==> src/rtl/ambient_light_lux_calc_assert.svh <==
// Assertion macros shared by the lux calculator RTL.
// Depends on nothing; included inside module bodies.
`ifndef AMBIENT_LIGHT_LUX_CALC_ASSERT_SVH
`define AMBIENT_LIGHT_LUX_CALC_ASSERT_SVH

// Same-cycle implication, disabled while reset is low.
`define ALC_ASSERT_IMP(label, clk, rst_n, ante, cons) \
    label: assert property (@(posedge clk) disable iff (!rst_n) (ante) |-> (cons)) \
        else $error("lux calculator: implication check failed");

// Next-cycle implication, disabled while reset is low.
`define ALC_ASSERT_NXT(label, clk, rst_n, ante, cons) \
    label: assert property (@(posedge clk) disable iff (!rst_n) (ante) |=> (cons)) \
        else $error("lux calculator: next-cycle check failed");

`endif

==> src/rtl/alc_pkg.sv <==
// Package for the lux calculator: widths, register codes, timing constants
// and the breakpoint coefficient tables. No dependencies.
`timescale 1ns / 1ps
`default_nettype none

package alc_pkg;

    localparam int COUNT_W    = 16;
    localparam int SCALE_W    = 19;
    localparam int CH_SHIFT   = 10;
    localparam int CH_W       = 22;
    localparam int Q_W        = 11;
    localparam int RATIO_W    = 11;
    localparam int COEF_W     = 10;
    localparam int PROD_W     = 32;
    localparam int LUX_SHIFT  = 14;
    localparam int LUX_W      = 18;
    localparam int CFG_IDX_W  = 2;
    localparam int CFG_DATA_W = 2;
    localparam int TAB_ROWS   = 7;

    // Ten quotient bits after the first, two per divider stage.
    localparam int DIV_PER_STAGE = 2;
    localparam int DIV_STAGES    = (Q_W - 1) / DIV_PER_STAGE;

    localparam logic [CFG_IDX_W-1:0] REG_ITIME = 2'd0;
    localparam logic [CFG_IDX_W-1:0] REG_GAIN  = 2'd1;
    localparam logic [CFG_IDX_W-1:0] REG_PKG   = 2'd2;

    localparam logic [1:0] ITIME_13MS  = 2'd0;
    localparam logic [1:0] ITIME_101MS = 2'd1;
    localparam logic [1:0] ITIME_402MS = 2'd2;

    localparam logic [COUNT_W-1:0] CLIP_13MS  = 16'd4900;
    localparam logic [COUNT_W-1:0] CLIP_101MS = 16'd37000;
    localparam logic [COUNT_W-1:0] CLIP_402MS = 16'd65000;

    localparam logic [SCALE_W-1:0] SCALE_13MS  = 19'h07517;
    localparam logic [SCALE_W-1:0] SCALE_101MS = 19'h00FE7;
    localparam logic [SCALE_W-1:0] SCALE_402MS = 19'h00400;

    localparam logic [LUX_W-1:0] SAT_LUX = 18'd65536;

    typedef struct packed {
        logic [COEF_W-1:0] bp;
        logic [COEF_W-1:0] b;
        logic [COEF_W-1:0] m;
    } t_coef_row;

    typedef struct packed {
        logic [COEF_W-1:0] b;
        logic [COEF_W-1:0] m;
    } t_coef_pair;

    localparam t_coef_row TAB_T [TAB_ROWS] = '{
        '{10'h040, 10'h1f2, 10'h1be},
        '{10'h080, 10'h214, 10'h2d1},
        '{10'h0c0, 10'h23f, 10'h37b},
        '{10'h100, 10'h270, 10'h3fe},
        '{10'h138, 10'h16f, 10'h1fc},
        '{10'h19a, 10'h0d2, 10'h0fb},
        '{10'h29a, 10'h018, 10'h012}
    };

    localparam t_coef_row TAB_CS [TAB_ROWS] = '{
        '{10'h043, 10'h204, 10'h1ad},
        '{10'h085, 10'h228, 10'h2c1},
        '{10'h0c8, 10'h253, 10'h363},
        '{10'h10a, 10'h282, 10'h3df},
        '{10'h14d, 10'h177, 10'h1dd},
        '{10'h19a, 10'h101, 10'h127},
        '{10'h29a, 10'h037, 10'h02b}
    };

    // First row whose breakpoint is not below the ratio; zero when none
    // matches or the ratio is known to be out of range.
    function automatic t_coef_pair coef_select(input logic cs,
                                               input logic [RATIO_W-1:0] ratio,
                                               input logic over);
        t_coef_pair res;
        t_coef_row  row;
        logic       found;
        res   = '0;
        found = 1'b0;
        for (int i = 0; i < TAB_ROWS; i++) begin
            row = cs ? TAB_CS[i] : TAB_T[i];
            if (!found && !over && (ratio <= {1'b0, row.bp})) begin
                res.b = row.b;
                res.m = row.m;
                found = 1'b1;
            end
        end
        return res;
    endfunction

endpackage

`default_nettype wire

==> src/rtl/ambient_light_lux_calc.sv <==
// Top level of the two-channel photodiode lux calculator, fully pipelined.
// Depends on alc_pkg and ambient_light_lux_calc_assert.svh.
//
// Channel   Handshake                       Payload
// input     start && !busy                  i_broadband_count, i_infrared_count
// result    o_strobe (one cycle)            o_lux, o_saturated
// config    i_cfg_valid && o_cfg_ready      i_cfg_index, i_cfg_data
//
// One item is taken every cycle; busy stays low and o_cfg_ready stays high.
// A result passes in order through the register stages: input, channel scaling,
// divider set-up, five divider stages of two quotient bits each, coefficient
// lookup, coefficient multiply and output.
// Reset is synchronous and clears the valid bits and configuration only.
// The receiver cannot stall, so the pipeline never holds.
`timescale 1ns / 1ps
`default_nettype none

module ambient_light_lux_calc (
    input  wire                               i_clk,
    input  wire                               i_rst_n,
    input  wire                               start,
    output logic                              busy,
    input  wire  [alc_pkg::COUNT_W-1:0]       i_broadband_count,
    input  wire  [alc_pkg::COUNT_W-1:0]       i_infrared_count,
    output logic                              o_strobe,
    output logic [alc_pkg::LUX_W-1:0]         o_lux,
    output logic                              o_saturated,
    input  wire                               i_cfg_valid,
    output logic                              o_cfg_ready,
    input  wire  [alc_pkg::CFG_IDX_W-1:0]     i_cfg_index,
    input  wire  [alc_pkg::CFG_DATA_W-1:0]    i_cfg_data
);
    import alc_pkg::*;

    `include "ambient_light_lux_calc_assert.svh"

    typedef struct packed {
        logic            v;
        logic            sat;
        logic            cs;
        logic            zero;
        logic            over;
        logic [CH_W-1:0] ch0;
        logic [CH_W-1:0] ch1;
        logic [CH_W-1:0] rem;
        logic [Q_W-1:0]  q;
    } t_div;

    // Configuration registers
    logic [1:0] r_itime;
    logic       r_high_gain;
    logic       r_pkg_cs;

    logic accept;

    assign busy        = 1'b0;
    assign o_cfg_ready = 1'b1;
    assign accept      = start && !busy;

    always_ff @(posedge i_clk) begin
        if (!i_rst_n) begin
            r_itime     <= ITIME_402MS;
            r_high_gain <= 1'b0;
            r_pkg_cs    <= 1'b0;
        end else if (i_cfg_valid && o_cfg_ready) begin
            unique case (i_cfg_index)
                REG_ITIME: r_itime     <= i_cfg_data;
                REG_GAIN:  r_high_gain <= i_cfg_data[0];
                REG_PKG:   r_pkg_cs    <= i_cfg_data[0];
                default: begin
                end
            endcase
        end
    end

    // Stage 1: clip check and scale selection
    logic [COUNT_W-1:0] clip;
    logic [SCALE_W-1:0] scale_base;
    logic [SCALE_W-1:0] n_s1_scale;

    always_comb begin
        unique case (r_itime)
            ITIME_13MS: begin
                clip       = CLIP_13MS;
                scale_base = SCALE_13MS;
            end
            ITIME_101MS: begin
                clip       = CLIP_101MS;
                scale_base = SCALE_101MS;
            end
            default: begin
                clip       = CLIP_402MS;
                scale_base = SCALE_402MS;
            end
        endcase
        n_s1_scale = r_high_gain ? scale_base : {scale_base[SCALE_W-5:0], 4'b0000};
    end

    logic               r_s1_v;
    logic               r_s1_sat;
    logic               r_s1_cs;
    logic [COUNT_W-1:0] r_s1_bb;
    logic [COUNT_W-1:0] r_s1_ir;
    logic [SCALE_W-1:0] r_s1_scale;

    always_ff @(posedge i_clk) begin
        r_s1_v     <= i_rst_n && accept;
        r_s1_sat   <= (i_broadband_count > clip) || (i_infrared_count > clip);
        r_s1_cs    <= r_pkg_cs;
        r_s1_bb    <= i_broadband_count;
        r_s1_ir    <= i_infrared_count;
        r_s1_scale <= n_s1_scale;
    end

    // Stage 2: scale both channels
    logic [COUNT_W+SCALE_W-1:0] prod0;
    logic [COUNT_W+SCALE_W-1:0] prod1;

    assign prod0 = r_s1_bb * r_s1_scale;
    assign prod1 = r_s1_ir * r_s1_scale;

    logic            r_s2_v;
    logic            r_s2_sat;
    logic            r_s2_cs;
    logic [CH_W-1:0] r_s2_ch0;
    logic [CH_W-1:0] r_s2_ch1;

    always_ff @(posedge i_clk) begin
        r_s2_v   <= i_rst_n && r_s1_v;
        r_s2_sat <= r_s1_sat;
        r_s2_cs  <= r_s1_cs;
        r_s2_ch0 <= prod0[CH_W+CH_SHIFT-1:CH_SHIFT];
        r_s2_ch1 <= prod1[CH_W+CH_SHIFT-1:CH_SHIFT];
    end

    // Divider set-up: the quotient ch1*1024/ch0 only matters below 2048, so
    // ch1 >= 2*ch0 is flagged as out of range and the top bit comes first.
    t_div r_div [DIV_STAGES+1];
    t_div n_div0;

    always_comb begin
        logic ge;
        ge          = r_s2_ch1 >= r_s2_ch0;
        n_div0.v    = i_rst_n && r_s2_v;
        n_div0.sat  = r_s2_sat;
        n_div0.cs   = r_s2_cs;
        n_div0.zero = r_s2_ch0 == '0;
        n_div0.over = {1'b0, r_s2_ch1} >= {r_s2_ch0, 1'b0};
        n_div0.ch0  = r_s2_ch0;
        n_div0.ch1  = r_s2_ch1;
        n_div0.rem  = ge ? r_s2_ch1 - r_s2_ch0 : r_s2_ch1;
        n_div0.q    = {{(Q_W-1){1'b0}}, ge};
    end

    always_ff @(posedge i_clk) begin
        r_div[0] <= n_div0;
    end

    for (genvar j = 0; j < DIV_STAGES; j++) begin : g_div
        t_div n_div;

        always_comb begin : p_step
            logic [CH_W:0] t;
            n_div   = r_div[j];
            n_div.v = i_rst_n && r_div[j].v;
            for (int k = 0; k < DIV_PER_STAGE; k++) begin
                t = {n_div.rem, 1'b0};
                if (t >= {1'b0, r_div[j].ch0}) begin
                    n_div.rem = CH_W'(t - {1'b0, r_div[j].ch0});
                    n_div.q   = {n_div.q[Q_W-2:0], 1'b1};
                end else begin
                    n_div.rem = t[CH_W-1:0];
                    n_div.q   = {n_div.q[Q_W-2:0], 1'b0};
                end
            end
        end

        always_ff @(posedge i_clk) begin
            r_div[j+1] <= n_div;
        end
    end

    // Lookup stage: round the ratio and pick the coefficient pair.
    logic [Q_W:0]       q_inc;
    logic [RATIO_W-1:0] ratio;
    t_coef_pair         coef;

    always_comb begin
        q_inc = {1'b0, r_div[DIV_STAGES].q} + (Q_W+1)'(1);
        ratio = r_div[DIV_STAGES].zero ? '0 : q_inc[RATIO_W:1];
        coef  = coef_select(r_div[DIV_STAGES].cs, ratio,
                            r_div[DIV_STAGES].over && !r_div[DIV_STAGES].zero);
    end

    logic              r_l_v;
    logic              r_l_sat;
    logic [CH_W-1:0]   r_l_ch0;
    logic [CH_W-1:0]   r_l_ch1;
    logic [COEF_W-1:0] r_l_b;
    logic [COEF_W-1:0] r_l_m;

    always_ff @(posedge i_clk) begin
        r_l_v   <= i_rst_n && r_div[DIV_STAGES].v;
        r_l_sat <= r_div[DIV_STAGES].sat;
        r_l_ch0 <= r_div[DIV_STAGES].ch0;
        r_l_ch1 <= r_div[DIV_STAGES].ch1;
        r_l_b   <= coef.b;
        r_l_m   <= coef.m;
    end

    // Multiply stage
    logic              r_m_v;
    logic              r_m_sat;
    logic [PROD_W-1:0] r_m_pos;
    logic [PROD_W-1:0] r_m_neg;

    always_ff @(posedge i_clk) begin
        r_m_v   <= i_rst_n && r_l_v;
        r_m_sat <= r_l_sat;
        r_m_pos <= r_l_ch0 * r_l_b;
        r_m_neg <= r_l_ch1 * r_l_m;
    end

    // Output stage: clamp at zero, round and drop the fraction, or give SAT_LUX when saturated.
    logic [PROD_W-1:0] diff;
    logic [PROD_W:0]   acc;
    logic [LUX_W-1:0]  n_lux;

    always_comb begin
        diff  = (r_m_pos >= r_m_neg) ? r_m_pos - r_m_neg : '0;
        acc   = {1'b0, diff} + ((PROD_W+1)'(1) << (LUX_SHIFT - 1));
        n_lux = r_m_sat ? SAT_LUX : acc[LUX_SHIFT+LUX_W-1:LUX_SHIFT];
    end

    logic             r_strobe;
    logic [LUX_W-1:0] r_lux;
    logic             r_saturated;

    always_ff @(posedge i_clk) begin
        r_strobe    <= i_rst_n && r_m_v;
        r_lux       <= n_lux;
        r_saturated <= r_m_sat;
    end

    assign o_strobe    = r_strobe;
    assign o_lux       = r_lux;
    assign o_saturated = r_saturated;

    // Last divider stage and its two cases, as seen by the checks below.
    t_div div_last;
    logic div_in_range;
    logic div_over;

    assign div_last     = r_div[DIV_STAGES];
    assign div_in_range = div_last.v && !div_last.over && !div_last.zero;
    assign div_over     = div_last.v && div_last.over && !div_last.zero;

    `ALC_ASSERT_IMP(a_sat_lux, i_clk, i_rst_n, o_strobe && o_saturated, o_lux == SAT_LUX)
    `ALC_ASSERT_IMP(a_rem_bound, i_clk, i_rst_n, div_in_range, div_last.rem < div_last.ch0)
    `ALC_ASSERT_NXT(a_over_zero_coef, i_clk, i_rst_n, div_over, r_l_b == '0 && r_l_m == '0)
    `ALC_ASSERT_NXT(a_mul_to_out, i_clk, i_rst_n, r_m_v, o_strobe)

endmodule

`default_nettype wire
==> config.mk <==
export PLATFORM = sky130hd
export DESIGN_NAME = ambient_light_lux_calc
export DESIGN_NICKNAME = d
export VERILOG_FILES = /design/src/rtl/alc_pkg.sv /design/src/rtl/ambient_light_lux_calc.sv
export VERILOG_INCLUDE_DIRS = /design/src /design/src/rtl
export SDC_FILE = /design/constraint.sdc
export NUM_CORES = 2
export LEC_CHECK = 0
export BUFFER_PORTS_ARGS = -buffer_cell sky130_fd_sc_hd__buf_2
export CAP_MARGIN = 20
export CORE_MARGIN = 2
export CORE_UTILIZATION = 32
export DETAILED_ROUTE_END_ITERATION = 8
export GPL_TIMING_DRIVEN = 0
export RECOVER_POWER = 50
export SETUP_SLACK_MARGIN = 0.05
export SYNTH_ARGS = -nofsm -noshare
export SYNTH_HDL_FRONTEND = slang
export SYNTH_SLANG_ARGS = --single-unit
==> constraint.sdc <==
create_clock -name i_clk -period 7.5 [get_ports i_clk]
set_input_delay 0.375 -clock i_clk [delete_from_list [all_inputs] [get_ports i_clk]]
set_output_delay 0.375 -clock i_clk [all_outputs]
set_load 0.01 [all_outputs]
==> metrics <==
relative slew slack 36.1%; GRT Residual Overflow 0; maximum number of pins on one net before global-route repair 17; CTS Root Cell clkbuf_16; GRT Util Overall 16.0%; worst setup margin 303 ps; Max stage delay on crit path 590 ps; # clock sinks 689; Core Box Area 191000 um^2; syn_nets 8090; die width 442 um; Placer Congestion 0.908; type of the worst min-delay path in2reg; f_max 0.139 GHz; synthesized area per cell 9.28 um^2; fin crit share 96.0%; PortBufs 59; initial antenna violation count 4; R2R cell count 23; Final nets 8266; Initial Utilization 32.3%; Layout area overhead 10.8%; post-synthesis sequential area ratio 22.4%; Post-synth EDFFs 0; shortest period the worst path allows 7200 ps; Synth Cell Area 61500 um^2; Worst Skew 34.7 ps; worst skew pair latency 690 ps; Unique masters post-synth 95; WS Path Type reg2reg; Req. time, crit path 8110 ps; DRT Pass-1 Iters 6; cts bufs inserted 78; CP Capture Point r_s2_ch0[21]$_DFF_P_; unrepaired setup endpoints after global routing yes; 1st-iter DRT viols 2513; DP HPWL 131000 um; Reg-to-Reg End r_s2_ch0[21]$_DFF_P_; crit-path most repeated cell fa_1; Worst Setup SP r_s1_scale[6]$_DFF_P_; CTS H-tree lvls 3; placed insts 9195; outcome finished, final reports clean; CP Launch Type register; max_cap viols 0; Hold Vio Cnt, Final 0; total number of vias 44800; # setup viols final 0; crit end category register; Mapped Cells 6625; final non-filler cell total 9378; fill count 19400; Slew Limit Fails 0; # DRC 0; Critical Path, Cell by Cell clkbuf_1, nand2_1, fa_1, fa_1, fa_1, inv_1, fa_1, fa_1, inv_1, fa_1, inv_1, ha_1, a21oi_1, nor2b_1, o21ai_0, nand2_1, a211o_1, a21oi_2, o31ai_1, a41o_1, o41ai_2, o21ba_2, xnor2_1; Die Area 196000 um^2; Post-Place Worst Slack -1000 ps; final WL 157000 um; Primary FF master, synth dfxtp_1; vias in the first global route 46900; CP Max Fanout 10; synthesized flop and latch total 689; post-CTS setup buffer count 0; layout cells sized above 1 5.52%; first-pass GRT wire length 253000 um; reg2reg setup slack 300 ps; io pins 62; Worst-path clk slew 60 ps; wire per inst 16.8 um; Core Rows 160; delay-heaviest family, CP adder cells; WP buf/inv 4; Worst EP arrival 7810 ps; antenna-violating nets left 0; Vias/cell 4.78; Tightest Pin Transition 959 ps; CTS tree built; clk buf depth 3; Worst path depth 23; area of the multi-input gates 42600 um^2; fin util 35.8%; r2r startpoint r_s1_scale[6]$_DFF_P_; slowest CP cell fa_1; ys async rst share 0%; FF+latch area 13800 um^2; yosys warns 0; chip height 442 um
## cells in the mapped netlist, types with 7 or more instances
cell,n,share of area [%]
and3_1,22,0.22
a41o_1,8,0.13
inv_1,1139,7.0
nand4_1,61,0.62
dfxtp_1,689,22
o21a_1,63,0.77
buf_2,23,0.19
nor2_1,274,1.7
mux2_2,118,2.2
or3_1,21,0.21
fa_1,762,25
a211oi_1,27,0.33
a21boi_1,7,0.085
nand3_1,75,0.61
a211o_1,9,0.13
clkbuf_1,170,1.0
o211ai_1,16,0.20
and2_1,378,3.8
o21bai_1,43,0.52
o21ai_1,14,0.11
xor2_1,105,1.5
xnor2_1,212,3.0
nor3_1,63,0.51
nor2b_1,59,0.60
mux2i_1,8,0.13
a21o_1,137,1.7
a2111oi_0,7,0.10
ha_1,663,13
o31ai_1,22,0.27
a21oi_1,301,2.4
nand2_1,655,4.0
nand2b_1,42,0.43
o21ai_0,178,1.4
o2111ai_1,7,0.10
nor4_1,22,0.22
or2_2,19,0.19
and4_1,9,0.13
nand3b_1,8,0.098
a31oi_1,33,0.34
a21boi_0,15,0.18
## cells by family after synthesis
family                     after synthesis  share of synthesized area (%)
and+or+nand+nor                       1737                           13.8
adders and majority gates             1425                           38.3
buffers and inverters                 1344                           8.30
AOI/OAI and AO/OA                      984                           10.3
DFF                                    689                           22.4
xor gates and xnor gates               318                           4.54
muxes                                  126                           2.29
other                                    2                         0.0122
## per-stage QoR
step / cell area, um^2 / hold WS, ps / setup TNS [ps]
floorplan: 61500 / 310 / 0
global placement: 64900 / 310 / -5270
detailed placement: 64900 / 312 / -6830
CTS: 68100 / 39.9 / 0
global route: 68100 / 91.9 / -6.68
finish: 68100 / 75.2 / 0
## state kept, by name (all words and copies together) (netlist names), 2 cells and up
signal      flops
r_div         440
r_m_neg        32
r_m_pos        32
r_l_ch0        22
r_l_ch1        22
r_s2_ch0       22
r_s2_ch1       22
o_lux          18
r_s1_bb        16
r_s1_ir        16
r_s1_scale     11
r_l_b          10
r_l_m          10
r_itime         2
## layout by cell type, fill, tap and decap left out, types with 75 or more instances in the layout
| cell | Yosys | final |
|---|---|---|
| fa_1 | 762 | 762 |
| xnor2_1 | 212 | 212 |
| nor2_1 | 274 | 274 |
| mux2_2 | 118 | 118 |
| and2_1 | 378 | 378 |
| o21ai_0 | 178 | 177 |
| inv_1 | 1139 | 1139 |
| a21oi_1 | 301 | 299 |
| dfxtp_1 | 689 | 688 |
| a21o_1 | 137 | 137 |
| nand3_1 | 75 | 75 |
| clkbuf_16 | 0 | 78 |
| xor2_1 | 105 | 105 |
| ha_1 | 663 | 663 |
| nand2_1 | 655 | 654 |
| clkbuf_1 | 170 | 201 |
## tightest hold or removal path: cells and delay by family
family | cells | cell delay (ps)
mux | 1 | 70
simple gates | 2 | 180
buf+inv | 1 | 110
## layout make-up
class	instances	share of cell area (%)
sequential	689	20.2
antenna	2	0.00734
clock inverter	51	1.11
clock buffer	93	3.04
buffer	203	1.23
multi-input combinational	4592	62.6
timing repair buffer	96	0.920
tap	2511	4.61
inverter	1141	6.29
## worst min path at each step
stage / start / endpoint / depth (start not counted)
2_1_floorplan: r_s2_cs$_DFF_P_ / r_div[0][79]$_DFF_P_ / 0
3_3_place_gp: r_div[0][0]$_DFF_P_ / r_div[1][2]$_DFF_P_ / 0
3_5_place_dp: r_div[0][33]$_DFF_P_ / r_div[1][33]$_DFF_P_ / 0
4_1_cts: i_cfg_valid / r_pkg_cs$_SDFFE_PN0P_ / 4
5_1_grt: i_cfg_valid / r_pkg_cs$_SDFFE_PN0P_ / 4
6_report: i_cfg_valid / r_pkg_cs$_SDFFE_PN0P_ / 4
## routing by layer
layer / vias up / track usage [%] / wire (um)
met1: 22000 / 21.5 / 72500
met5: - / 0 / 13
met3: 212 / 2.08 / 7330
met2: 1018 / 27.1 / 73600
li1: 21600 / - / -
met4: 2 / 4.33 / 3800
## what timing repair did
| action | in CTS | in global routing |
|---|---|---|
| hold endpoints to repair | 39 | 0 |
| hold buffers | 37 | 0 |
| endpoints found under the setup margin | 19 | 45 |
| gates resized for setup | 5 | 24 |
Power is left out: the tool's default activity adds up to more than one toggle a clock period on the data nets, which glitch-free logic cannot reach.
